==> src/rtl/rgbhsv_pkg.sv <==
// ----------------------------------------------------------------------------
// rgbhsv_pkg
// Shared types and constants for the RGB to HSV converter.
// ----------------------------------------------------------------------------
package rgbhsv_pkg;

    localparam int CHANNEL_BITS_DEFAULT = 8;
    localparam int PIX_BITS             = 8;
    localparam int HUE_BITS             = 13;
    localparam int SAT_BITS             = 16;
    localparam int BRIGHT_BITS          = 8;

    // quotient bits per divide lane, one per cell
    localparam int QUO_BITS     = 16;
    // hue quotient never exceeds one sextant (1024)
    localparam int HUE_QUO_BITS = 11;
    localparam int HUE_SHIFT    = 10;

    localparam logic [HUE_BITS-1:0] HUE_ZERO  = 13'd0;
    localparam logic [HUE_BITS-1:0] HUE_GREEN = 13'd2048;
    localparam logic [HUE_BITS-1:0] HUE_BLUE  = 13'd4096;
    localparam logic [HUE_BITS-1:0] HUE_TURN  = 13'd6144;

    typedef enum logic [2:0] {
        SEC_RED   = 3'b001,
        SEC_GREEN = 3'b010,
        SEC_BLUE  = 3'b100
    } sector_t;

    typedef struct packed {
        logic [PIX_BITS-1:0] red;
        logic [PIX_BITS-1:0] green;
        logic [PIX_BITS-1:0] blue;
    } rgb_t;

    typedef struct packed {
        logic [HUE_BITS-1:0]    hue;
        logic [SAT_BITS-1:0]    saturation;
        logic [BRIGHT_BITS-1:0] brightness;
    } hsv_t;

    typedef struct packed {
        sector_t                sector;
        logic                   neg;
        logic                   dzero;
        logic                   mzero;
        logic [BRIGHT_BITS-1:0] bright;
    } side_t;

endpackage

==> src/rtl/rgbhsv_front.sv <==
// ----------------------------------------------------------------------------
// rgbhsv_front
// Max/min search, sector pick and divider setup; one register stage.
// ----------------------------------------------------------------------------
module rgbhsv_front #(
    parameter int CHANNEL_BITS = rgbhsv_pkg::CHANNEL_BITS_DEFAULT
) (
    input  logic                                clk,
    input  logic                                rst_n,
    input  logic                                adv,
    input  logic                                pix_valid,
    input  rgbhsv_pkg::rgb_t                    pix,
    output logic                                vld,
    output rgbhsv_pkg::side_t                   side,
    output logic [CHANNEL_BITS-1:0]             rem_h,
    output logic [CHANNEL_BITS-1:0]             rem_s,
    output logic [CHANNEL_BITS-1:0]             div_h,
    output logic [CHANNEL_BITS-1:0]             div_s,
    output logic [rgbhsv_pkg::QUO_BITS-1:0]     word_h,
    output logic [rgbhsv_pkg::QUO_BITS-1:0]     word_s
);
    import rgbhsv_pkg::*;

    localparam int NUM_BITS = CHANNEL_BITS + QUO_BITS;

    logic [CHANNEL_BITS-1:0] r, g, b, mx, mn, delta, op_a, op_b, mag;
    logic [NUM_BITS-1:0]     num_h, num_s;
    sector_t                 sec;
    side_t                   side_next;

    logic                    vld_reg;
    side_t                   side_reg;
    logic [CHANNEL_BITS-1:0] rem_h_reg, rem_s_reg, div_h_reg, div_s_reg;
    logic [QUO_BITS-1:0]     word_h_reg, word_s_reg;

    always_comb
    begin
        r = CHANNEL_BITS'(pix.red);
        g = CHANNEL_BITS'(pix.green);
        b = CHANNEL_BITS'(pix.blue);
        mx = r;
        mn = r;
        if (g > mx)
        begin
            mx = g;
        end
        if (b > mx)
        begin
            mx = b;
        end
        if (g < mn)
        begin
            mn = g;
        end
        if (b < mn)
        begin
            mn = b;
        end
        delta = mx - mn;

        if (mx == r)
        begin
            sec  = SEC_RED;
            op_a = g;
            op_b = b;
        end
        else if (mx == g)
        begin
            sec  = SEC_GREEN;
            op_a = b;
            op_b = r;
        end
        else
        begin
            sec  = SEC_BLUE;
            op_a = r;
            op_b = g;
        end
        mag = (op_a < op_b) ? (op_b - op_a) : (op_a - op_b);

        num_h = NUM_BITS'(mag) << HUE_SHIFT;
        num_s = (NUM_BITS'(delta) << QUO_BITS) - NUM_BITS'(delta);

        side_next.sector = sec;
        side_next.neg    = (op_a < op_b);
        side_next.dzero  = (delta == '0);
        side_next.mzero  = (mx == '0);
        side_next.bright = BRIGHT_BITS'(mx);
    end

    always_ff @(posedge clk or negedge rst_n)
    begin
        if (!rst_n)
        begin
            vld_reg <= 1'b0;
        end
        else if (adv)
        begin
            vld_reg <= pix_valid;
        end
    end

    always_ff @(posedge clk)
    begin
        if (adv)
        begin
            side_reg   <= side_next;
            rem_h_reg  <= num_h[NUM_BITS-1:QUO_BITS];
            rem_s_reg  <= num_s[NUM_BITS-1:QUO_BITS];
            word_h_reg <= num_h[QUO_BITS-1:0];
            word_s_reg <= num_s[QUO_BITS-1:0];
            div_h_reg  <= delta;
            div_s_reg  <= mx;
        end
    end

    assign vld    = vld_reg;
    assign side   = side_reg;
    assign rem_h  = rem_h_reg;
    assign rem_s  = rem_s_reg;
    assign div_h  = div_h_reg;
    assign div_s  = div_s_reg;
    assign word_h = word_h_reg;
    assign word_s = word_s_reg;

endmodule

==> src/rtl/rgbhsv_cell.sv <==
// ----------------------------------------------------------------------------
// rgbhsv_cell
// One restoring-divide step for the hue and saturation lanes.
// ----------------------------------------------------------------------------
module rgbhsv_cell #(
    parameter int CHANNEL_BITS = rgbhsv_pkg::CHANNEL_BITS_DEFAULT
) (
    input  logic                                clk,
    input  logic                                rst_n,
    input  logic                                adv,
    input  logic                                vld_in,
    input  rgbhsv_pkg::side_t                   side_in,
    input  logic [CHANNEL_BITS-1:0]             rem_h_in,
    input  logic [CHANNEL_BITS-1:0]             rem_s_in,
    input  logic [CHANNEL_BITS-1:0]             div_h_in,
    input  logic [CHANNEL_BITS-1:0]             div_s_in,
    input  logic [rgbhsv_pkg::QUO_BITS-1:0]     word_h_in,
    input  logic [rgbhsv_pkg::QUO_BITS-1:0]     word_s_in,
    output logic                                vld_out,
    output rgbhsv_pkg::side_t                   side_out,
    output logic [CHANNEL_BITS-1:0]             rem_h_out,
    output logic [CHANNEL_BITS-1:0]             rem_s_out,
    output logic [CHANNEL_BITS-1:0]             div_h_out,
    output logic [CHANNEL_BITS-1:0]             div_s_out,
    output logic [rgbhsv_pkg::QUO_BITS-1:0]     word_h_out,
    output logic [rgbhsv_pkg::QUO_BITS-1:0]     word_s_out
);
    import rgbhsv_pkg::*;

    // word: numerator bits shift out at the top, quotient bits shift in below
    logic [CHANNEL_BITS:0]   trial_h, trial_s, sub_h, sub_s;
    logic                    ge_h, ge_s;
    logic [CHANNEL_BITS-1:0] rem_h_next, rem_s_next;
    logic [QUO_BITS-1:0]     word_h_next, word_s_next;

    logic                    vld_reg;
    side_t                   side_reg;
    logic [CHANNEL_BITS-1:0] rem_h_reg, rem_s_reg, div_h_reg, div_s_reg;
    logic [QUO_BITS-1:0]     word_h_reg, word_s_reg;

    always_comb
    begin
        trial_h = {rem_h_in, word_h_in[QUO_BITS-1]};
        trial_s = {rem_s_in, word_s_in[QUO_BITS-1]};
        sub_h   = trial_h - {1'b0, div_h_in};
        sub_s   = trial_s - {1'b0, div_s_in};
        ge_h    = (trial_h >= {1'b0, div_h_in});
        ge_s    = (trial_s >= {1'b0, div_s_in});
        rem_h_next  = ge_h ? sub_h[CHANNEL_BITS-1:0] : trial_h[CHANNEL_BITS-1:0];
        rem_s_next  = ge_s ? sub_s[CHANNEL_BITS-1:0] : trial_s[CHANNEL_BITS-1:0];
        word_h_next = {word_h_in[QUO_BITS-2:0], ge_h};
        word_s_next = {word_s_in[QUO_BITS-2:0], ge_s};
    end

    always_ff @(posedge clk or negedge rst_n)
    begin
        if (!rst_n)
        begin
            vld_reg <= 1'b0;
        end
        else if (adv)
        begin
            vld_reg <= vld_in;
        end
    end

    always_ff @(posedge clk)
    begin
        if (adv)
        begin
            side_reg   <= side_in;
            rem_h_reg  <= rem_h_next;
            rem_s_reg  <= rem_s_next;
            word_h_reg <= word_h_next;
            word_s_reg <= word_s_next;
            div_h_reg  <= div_h_in;
            div_s_reg  <= div_s_in;
        end
    end

    assign vld_out    = vld_reg;
    assign side_out   = side_reg;
    assign rem_h_out  = rem_h_reg;
    assign rem_s_out  = rem_s_reg;
    assign div_h_out  = div_h_reg;
    assign div_s_out  = div_s_reg;
    assign word_h_out = word_h_reg;
    assign word_s_out = word_s_reg;

endmodule

==> src/rtl/rgbhsv_back.sv <==
// ----------------------------------------------------------------------------
// rgbhsv_back
// Hue assembly with floor rounding and wrap; output register.
// ----------------------------------------------------------------------------
module rgbhsv_back #(
    parameter int CHANNEL_BITS = rgbhsv_pkg::CHANNEL_BITS_DEFAULT
) (
    input  logic                                clk,
    input  logic                                rst_n,
    input  logic                                adv,
    input  logic                                vld_in,
    input  rgbhsv_pkg::side_t                   side_in,
    input  logic [CHANNEL_BITS-1:0]             rem_h_in,
    input  logic [rgbhsv_pkg::QUO_BITS-1:0]     word_h_in,
    input  logic [rgbhsv_pkg::QUO_BITS-1:0]     word_s_in,
    output logic                                hsv_valid,
    output rgbhsv_pkg::hsv_t                    hsv
);
    import rgbhsv_pkg::*;

    logic [HUE_BITS-1:0] base, quo, hue_raw;
    hsv_t                hsv_next;
    logic                vld_reg;
    hsv_t                hsv_reg;

    always_comb
    begin
        case (side_in.sector)
            SEC_RED:   base = side_in.neg ? HUE_TURN : HUE_ZERO;
            SEC_GREEN: base = HUE_GREEN;
            SEC_BLUE:  base = HUE_BLUE;
            default:   base = HUE_ZERO;
        endcase
        // floor of a negative quotient rounds the magnitude up
        quo = HUE_BITS'(word_h_in[HUE_QUO_BITS-1:0])
            + HUE_BITS'(side_in.neg && (rem_h_in != '0));
        hue_raw = side_in.neg ? (base - quo) : (base + quo);

        hsv_next.hue        = side_in.dzero ? HUE_ZERO : hue_raw;
        hsv_next.saturation = side_in.mzero ? '0 : word_s_in;
        hsv_next.brightness = side_in.bright;
    end

    always_ff @(posedge clk or negedge rst_n)
    begin
        if (!rst_n)
        begin
            vld_reg <= 1'b0;
        end
        else if (adv)
        begin
            vld_reg <= vld_in;
        end
    end

    always_ff @(posedge clk)
    begin
        if (adv)
        begin
            hsv_reg <= hsv_next;
        end
    end

    assign hsv_valid = vld_reg;
    assign hsv       = hsv_reg;

endmodule

==> src/rtl/rgb_to_hsv_convert_top.sv <==
// ----------------------------------------------------------------------------
// rgb_to_hsv_convert_top
// RGB pixel to hue / saturation / brightness converter.
//
// Input channel rgb: rgb_valid, rgb_stall, rgb (red, green, blue). A
// transaction is taken at a clock edge with rgb_valid high, rgb_stall low.
// Output channel hsv: hsv_valid, hsv_stall, hsv (hue, saturation,
// brightness), same handshake, one result per input pixel, in order.
// Throughput: one pixel per clock while hsv_stall does not hold the pipeline. From
// the accepting edge to hsv_valid a pixel passes 18 register stages: one setup
// stage loaded at the accepting edge, one cell per quotient bit = 16 cells, one
// output stage. The 16-cell divide chain makes up most of that depth.
// Stall: the whole pipeline advances together. While hsv_valid is high and
// hsv_stall is high, everything holds and rgb_stall is raised; empty slots
// keep filling otherwise. rgb_stall depends combinationally on hsv_stall.
// Reset: all valid flags clear; the pipeline comes up empty and ready.
// ----------------------------------------------------------------------------
module rgb_to_hsv_convert_top #(
    parameter int CHANNEL_BITS = rgbhsv_pkg::CHANNEL_BITS_DEFAULT
) (
    input  logic              clk,
    input  logic              rst_n,
    input  logic              rgb_valid,
    output logic              rgb_stall,
    input  rgbhsv_pkg::rgb_t  rgb,
    output logic              hsv_valid,
    input  logic              hsv_stall,
    output rgbhsv_pkg::hsv_t  hsv
);
    import rgbhsv_pkg::*;

    localparam int STEPS = QUO_BITS;

    logic                    adv;
    logic                    vld    [0:STEPS];
    side_t                   side   [0:STEPS];
    logic [CHANNEL_BITS-1:0] rem_h  [0:STEPS];
    logic [CHANNEL_BITS-1:0] rem_s  [0:STEPS];
    logic [CHANNEL_BITS-1:0] div_h  [0:STEPS];
    logic [CHANNEL_BITS-1:0] div_s  [0:STEPS];
    logic [QUO_BITS-1:0]     word_h [0:STEPS];
    logic [QUO_BITS-1:0]     word_s [0:STEPS];

    assign adv       = !hsv_valid || !hsv_stall;
    assign rgb_stall = !adv;

    rgbhsv_front #(
        .CHANNEL_BITS (CHANNEL_BITS)
    ) u_front (
        .clk       (clk),
        .rst_n     (rst_n),
        .adv       (adv),
        .pix_valid (rgb_valid),
        .pix       (rgb),
        .vld       (vld[0]),
        .side      (side[0]),
        .rem_h     (rem_h[0]),
        .rem_s     (rem_s[0]),
        .div_h     (div_h[0]),
        .div_s     (div_s[0]),
        .word_h    (word_h[0]),
        .word_s    (word_s[0])
    );

    for (genvar i = 0; i < STEPS; i++)
    begin : g_cell
        rgbhsv_cell #(
            .CHANNEL_BITS (CHANNEL_BITS)
        ) u_cell (
            .clk        (clk),
            .rst_n      (rst_n),
            .adv        (adv),
            .vld_in     (vld[i]),
            .side_in    (side[i]),
            .rem_h_in   (rem_h[i]),
            .rem_s_in   (rem_s[i]),
            .div_h_in   (div_h[i]),
            .div_s_in   (div_s[i]),
            .word_h_in  (word_h[i]),
            .word_s_in  (word_s[i]),
            .vld_out    (vld[i+1]),
            .side_out   (side[i+1]),
            .rem_h_out  (rem_h[i+1]),
            .rem_s_out  (rem_s[i+1]),
            .div_h_out  (div_h[i+1]),
            .div_s_out  (div_s[i+1]),
            .word_h_out (word_h[i+1]),
            .word_s_out (word_s[i+1])
        );
    end

    rgbhsv_back #(
        .CHANNEL_BITS (CHANNEL_BITS)
    ) u_back (
        .clk       (clk),
        .rst_n     (rst_n),
        .adv       (adv),
        .vld_in    (vld[STEPS]),
        .side_in   (side[STEPS]),
        .rem_h_in  (rem_h[STEPS]),
        .word_h_in (word_h[STEPS]),
        .word_s_in (word_s[STEPS]),
        .hsv_valid (hsv_valid),
        .hsv       (hsv)
    );

    a_hue_range: assert property (@(posedge clk) disable iff (!rst_n)
        hsv_valid |-> (hsv.hue < HUE_TURN))
        else $error("hue out of range");

    a_hue_sat: assert property (@(posedge clk) disable iff (!rst_n)
        (hsv_valid && (hsv.hue != HUE_ZERO)) |-> (hsv.saturation != '0))
        else $error("nonzero hue with zero saturation");

    a_accept_enters: assert property (@(posedge clk) disable iff (!rst_n)
        (rgb_valid && !rgb_stall) |=> vld[0])
        else $error("accepted pixel lost at setup stage");

    a_hold_stall: assert property (@(posedge clk) disable iff (!rst_n)
        (hsv_valid && hsv_stall) |-> rgb_stall)
        else $error("input taken while output held");

endmodule

==> config.mk <==
export PLATFORM = sky130hd
export DESIGN_NAME = rgb_to_hsv_convert_top
export DESIGN_NICKNAME = d
export VERILOG_FILES = /design/src/rtl/rgbhsv_pkg.sv /design/src/rtl/rgbhsv_front.sv /design/src/rtl/rgbhsv_cell.sv /design/src/rtl/rgbhsv_back.sv /design/src/rtl/rgb_to_hsv_convert_top.sv
export SDC_FILE = /design/constraint.sdc
export NUM_CORES = 2
export LEC_CHECK = 0
export BUFFER_PORTS_ARGS = -buffer_cell sky130_fd_sc_hd__clkbuf_2
export CAP_MARGIN = 20
export CORE_ASPECT_RATIO = 0.7
export CORE_MARGIN = 2
export CORE_UTILIZATION = 55
export CTS_CLUSTER_DIAMETER = 50
export DETAILED_ROUTE_END_ITERATION = 8
export PLACE_DENSITY_LB_ADDON = 0.3
export SYNTH_ARGS = -nofsm -noshare
export SYNTH_HDL_FRONTEND = slang
export SYNTH_SLANG_ARGS = --single-unit
export TNS_END_PERCENT = 30
==> constraint.sdc <==
create_clock -name clk -period 82.8 [get_ports clk]
set_input_delay 4.14 -clock clk [delete_from_list [all_inputs] [get_ports clk]]
set_output_delay 4.14 -clock clk [all_outputs]
set_load 0.02 [all_outputs]
Word-level counts from Yosys, hierarchy flattened
Cells that the tools add are included.
{"block": "classes", "mux": 44, "n_reduce_logical": 8, "eq_ne": 5, "addsub": 38, "magnitude_cmp": 37}
{"operator": "2-to-1 mux 8 bit", "count": 39}
{"operator": ">= comparator 9 x 8 -> 1 bit", "count": 31}
{"operator": "subtractor 8 bit", "count": 33}
{"operator": "case mux 13 bit (3 select lines)", "count": 1}
{"operator": "2-to-1 mux 13 bit", "count": 2}
{"operator": "< comparator 8 bit", "count": 3}
{"operator": "subtractor 24 x 8 -> 24 bit", "count": 1}
{"operator": "equality test 8 bit", "count": 2}
{"operator": "> comparator 8 bit", "count": 2}
{"operator": "zero test 8 bit", "count": 2}
{"operator": "adder 13 bit", "count": 1}
{"operator": "subtractor 13 bit", "count": 1}
{"operator": "adder 11 x 1 -> 12 bit", "count": 1}
{"operator": ">= comparator 3 x 8 -> 1 bit", "count": 1}
{"operator": "nonzero test 8 bit", "count": 1}
{"operator": "subtractor 3 x 8 -> 8 bit", "count": 1}
{"operator": "2-to-1 mux 3 bit", "count": 2}
{"operator": "equality test 3 x 1 -> 1 bit (second input constant)", "count": 1}
{"operator": "equality test 3 x 2 -> 1 bit (second input constant)", "count": 1}
{"operator": "equality test 3 bit (second input constant)", "count": 1}
{"operator": "zero test 1 bit", "count": 3}
{"operator": "logical AND 1 bit", "count": 1}
{"operator": "logical OR 1 bit", "count": 1}
{"block": "word_totals", "inputBits": 28, "out_inout_bits": 39, "regBits": 1053}

Depth between registers and ports, before layout
{"block": "depth", "depth_word": 9, "ltp_mapped": 43}

Cells and area by module
From an unflattened synthesis, not the netlist that was laid out.
{"block": "hier_totals", "hier_cells": 4133, "area_unflattened_um2": 61119.9}
{"mod": "rgbhsv_cell (g_cell[12].u_cell ...)", "seq_area_each_um2": 2367.3, "cells_each": 206, "instances": 8, "area_per_inst_um2": 3325.7}
{"mod": "rgbhsv_cell (g_cell[0].u_cell ...)", "seq_area_each_um2": 2367.3, "cells_each": 209, "instances": 5, "area_per_inst_um2": 3349.5}
{"mod": "rgbhsv_front", "seq_area_each_um2": 1586.5, "cells_each": 581, "instances": 1, "area_per_inst_um2": 5207.5}
{"mod": "rgbhsv_cell (g_cell[9].u_cell)", "seq_area_each_um2": 2367.3, "cells_each": 211, "instances": 1, "area_per_inst_um2": 3385.7}
{"mod": "rgbhsv_cell (g_cell[7].u_cell)", "seq_area_each_um2": 2367.3, "cells_each": 211, "instances": 1, "area_per_inst_um2": 3380.7}
{"mod": "rgbhsv_cell (g_cell[4].u_cell)", "seq_area_each_um2": 2367.3, "cells_each": 205, "instances": 1, "area_per_inst_um2": 3350.7}
{"mod": "rgbhsv_back", "seq_area_each_um2": 1136.1, "cells_each": 230, "instances": 1, "area_per_inst_um2": 2432.3}
{"mod": "rgb_to_hsv_convert_top", "seq_area_each_um2": 0.0, "cells_each": 2, "instances": 1, "area_per_inst_um2": 10.0}

Least setup slack after synthesis
No wires, ideal clock.
{"block": "synth_timing", "path_kind": "input -> output", "startpoint": "in hsv_stall", "endpoint": "out rgb_stall", "path_stages": 3, "required_time_ns": 78.660, "path_buffers": 1, "slack_ns": 42.601, "t_arrival_ns": 36.059, "path_cell_list": "nand2_1 > clkbuf_1 > inv_1"}
{"block": "synth_via", "elab_chain_cells": 3}
{"element": "start, declared", "line": "rgb_to_hsv_convert_top.sv:27", "rtl": "input logic hsv_stall,"}
{"element": "zero test 1 bit", "line": "rgb_to_hsv_convert_top.sv:44", "rtl": "assign adv = !hsv_valid || !hsv_stall;"}
{"element": "logical OR 1 bit", "line": "rgb_to_hsv_convert_top.sv:44"}
{"element": "zero test 1 bit", "line": "rgb_to_hsv_convert_top.sv:45", "rtl": "assign rgb_stall = !adv;"}
{"element": "end, declared", "line": "rgb_to_hsv_convert_top.sv:24", "rtl": "output logic rgb_stall,"}
No other way between the ends.

Worst setup path in the final report
{"block": "layout_timing", "startpoint": "in rgb[8] (netlist bit)", "endpoint": "reg u_front.word_h_reg[15], in the netlist u_front.word_h[15], data pin"}
{"block": "layout_via", "elab_chain_cells": 9}
{"element": "start, declared", "line": "rgb_to_hsv_convert_top.sv:25", "rtl": "input rgbhsv_pkg::rgb_t rgb,"}
{"element": "> comparator 8 bit", "line": "rgbhsv_front.sv:43", "rtl": "if (g > mx)"}
{"element": "2-to-1 mux 8 bit", "line": "rgbhsv_front.sv:43"}
{"element": "> comparator 8 bit", "line": "rgbhsv_front.sv:47", "rtl": "if (b > mx)"}
{"element": "2-to-1 mux 8 bit", "line": "rgbhsv_front.sv:47"}
{"element": "equality test 8 bit", "line": "rgbhsv_front.sv:67", "rtl": "else if (mx == g)"}
{"element": "2-to-1 mux 8 bit", "line": "rgbhsv_front.sv:67"}
{"element": "2-to-1 mux 8 bit", "line": "rgbhsv_front.sv:61", "rtl": "if (mx == r)"}
{"element": "subtractor 8 bit or < comparator 8 bit (tied branches)", "line": "rgbhsv_front.sv:79", "rtl": "mag = (op_a < op_b) ? (op_b - op_a) : (op_a - op_b);"}
{"element": "2-to-1 mux 8 bit *", "line": "rgbhsv_front.sv:79"}
{"element": "via u_front.mag[5]", "line": "rgbhsv_front.sv:26", "rtl": "logic [CHANNEL_BITS-1:0] r, g, b, mx, mn, delta, op_a, op_b, mag;"}
{"element": "end signal, assigned", "line": "rgbhsv_front.sv:110", "rtl": "word_h_reg <= num_h[QUO_BITS-1:0];"}
{"element": "end, declared", "line": "rgbhsv_front.sv:34", "rtl": "logic [QUO_BITS-1:0] word_h_reg, word_s_reg;"}
The timed path passes the listed nets; every way through them passes the cells marked *.
A chain may end at the register's enable or synchronous reset.

==> impl_metrics.yaml <==
routing:
  ant_nets: 0
  dr.pass1.iters: 5
  remaining_drc_errors: 0
  drtIter0Drc: 2099
  drt-wirelength-per-cell_um: 16.3
  via_count: 25900
  viasPerCell: 5.32
  wl_um: 79600
timing:
  final.setup_skew_ps: 25.4
  fin_crit_sh_pct: 15.3
  setup_tns_ps: 0
  rsz0062_at_grt: "false"
  max_freq_mhz: 79.1
  tightest_slew_ps: 1050
  hold_viol: 0
  min_period_ps: 12640
  maxSlewViolCount: 0
  slew_headroom_pct: 29.7
  setup_viol: 0
  timing.final.ws_setup_ps: 70160
power:
  power_density_mw_per_mm2: 44.7
  ir_drop_mv: 0.0216
  p_leak_nw: 20.8
floorplanning:
  io_pins: 67
  start_util_pct: 55.7
  die_h_um: 249
  placementRows: 89
  dieArea_mm2: 0.0880
  die_w_um: 354
  fp.coreArea_mm2: 0.0845
critical_path:
  startpoint_type: "input port"
  crit_start: "rgb[8]"
  regToRegSetupSlack_ps: 77980
  rr_startpoint: "u_back.hsv_valid"
  ff2ff_path_depth: 5
  critPathMaxFanout: 31
  cp_slowest_cell: "o21ai_0"
  worstPathArrival_ps: 13110
  crit_path_end_kind: "flip-flop"
  max_stage_delay_ps: 680
  required_ps: 83270
  cp-endpoint: "u_front.word_h[15]"
  reg2reg_to: "g_cell[14].u_cell.rem_s_out[1]"
  crit_path_frequent_cell: "a21o_1"
  critPathKind: "input port to flip-flop"
place:
  place_congestion: 0.835
  place_hpwl_um: 56400
  pre_cts_slack_ps: 69610
  dp.cells: 4696
  io_buffers: 66
synth:
  synth_largest_area_cell: "edfxtp_1"
  synth_cell_types: 88
  synthTopCellsByArea: "edfxtp_1, ha_1, o21ai_0, inv_1, nand2_1"
  netlist_area_mm2: 0.0471
  synth_top_cell_area_share_pct: 63.8
  yosysWarnings: 0
  avgSynthCellArea_um2: 13.3
  synth_fp_nets: 3899
  ys_seq_area_share_pct: 64.8
  syn_inst: 3536
  yosys_register_bits: 1018
  async_reset_ff_share_pct: 1.77
  ys.flop_type: "edfxtp_1"
  synth-edff-count: 1000
global_routing:
  antenna_found_initial: 2
  grt_pass1_vias: 25300
  grt_start_max_net_pins: 196
  grt_overflow_total: 0
  grt_pass1_wl_um: 132000
  gr-usage-all-layers_pct: 18.3
clocking:
  cts_max_path_buffers: 3
  htreeDepth: 3
  tritoncts: "done"
  cts_sinks: 1018
  clk_pin_slew_ps: 70
  cts_setup_buffers: 0
  root_buffer: "clkbuf_16"
  numCtsBuffers: 98
  post_cts_resized: 0
  postCtsHoldBufs: 0
  clkLatencyLatePin_ps: 650
layout:
  areaGrowthSynthToFinish_pct: 10.1
  final_common_cell: "edfxtp_1"
  final_cell_mix: "edfxtp_1, inv_1, o21ai_0, ha_1, nand2_1"
  final_cells: 4877
  fillers: 6426
  largest_reg_flops: 252
  drive_above_1_share_pct: 8.02
  nets: 4024
outcome:
  status: "finished clean"
min_path:
  hp-class: "flip-flop to flip-flop"
  hp-start: "u_front.word_s[4]"
run:
  max_cap_violations: 0
[Yosys cell counts, types with 13 or more instances]
| cell | number |
|---|---|
| edfxtp_1 | 1000 |
| inv_1 | 382 |
| o21ai_0 | 337 |
| ha_1 | 301 |
| nand2_1 | 247 |
| nor2_1 | 193 |
| nor2b_1 | 108 |
| a21oi_1 | 101 |
| nand2b_1 | 90 |
| xor2_1 | 80 |
| a21o_1 | 73 |
| and2_1 | 67 |
| xnor2_1 | 66 |
| o31ai_1 | 61 |
| nand4_1 | 52 |
| clkbuf_1 | 47 |
| fa_1 | 34 |
| nand3_1 | 33 |
| mux2_2 | 27 |
| o211a_1 | 27 |
| or4_1 | 26 |
| dfrtp_1 | 18 |
| mux2i_1 | 13 |
[worst max-delay path, delay by kind of cell]
kind	cells	cell delay (ps)
XOR/XNOR	1	100
multiplexers	2	480
AO/OA/AOI/OAI	18	4350
adder cells (fa/ha/maj)	3	1040
buffers and inverters	4	840
AND/OR/NAND/NOR	9	2150
[metal layers]
metal	GRT usage [%]	vias to the layer above	share of wire, %	wire length, um
li1	-	13100	-	-
met1	29.5	12300	53	41900
met2	26.2	446	41	32900
met3	3.25	91	4.6	3640
met4	3.54	2	1.5	1160
met5	0	-	0.014	11
[cell families after synthesis]
family | synth area share, %
mux | 0.922
buf+inv | 3.64
xor+xnor | 2.72
simple gates | 9.27
compound gates | 9.24
flops | 64.8
fa+ha+maj | 9.45
[power by group]
part / internal (mW) / switching, mW
logic: 0.350 / 0.502
clock network: 0.244 / 0.189
registers: 0.923 / 0.109
total: 1.52 / 0.801
[cell type report]
type / instances / area, um^2 / share of cell area, %
inverters: 386 / 1450 / 2.79
clock inverters: 57 / 591 / 1.14
well taps: 1137 / 1420 / 2.74
multi-input cells: 2076 / 14900 / 28.7
diodes: 1 / 2.50 / 0.00483
clock buffers: 121 / 2550 / 4.92
flip-flops and latches: 1018 / 30500 / 58.8
repair buffers: 81 / 468 / 0.903
[through the flow]
stage / total power, mW / cell area [um^2] / utilization (%) / hold WS, ps
2_1_floorplan: 1.81 / 47100 / - / 400
3_3_place_gp: 1.86 / 48700 / 57.6 / 400
3_5_place_dp: 1.89 / 48700 / 57.6 / 405
4_1_cts: 2.33 / 51800 / 61.3 / 412
5_1_grt: 2.50 / 51800 / 61.3 / 416
6_report: 2.32 / 51800 / 61.3 / 406
[worst min-delay path by stage]
stage | endpoint | depth (start not counted) | slack, ps
floorplan | g_cell[0].u_cell.side_out[10] | 0 | 400
global placement | g_cell[7].u_cell.word_s_out[12] | 0 | 400
detailed placement | g_cell[0].u_cell.word_s_out[13] | 0 | 400
CTS | g_cell[12].u_cell.word_s_out[11] | 0 | 410
global route | g_cell[8].u_cell.word_s_out[11] | 0 | 420
finish | g_cell[0].u_cell.word_s_out[5] | 0 | 410
No activity file was read; power rests on OpenSTA's default activity.
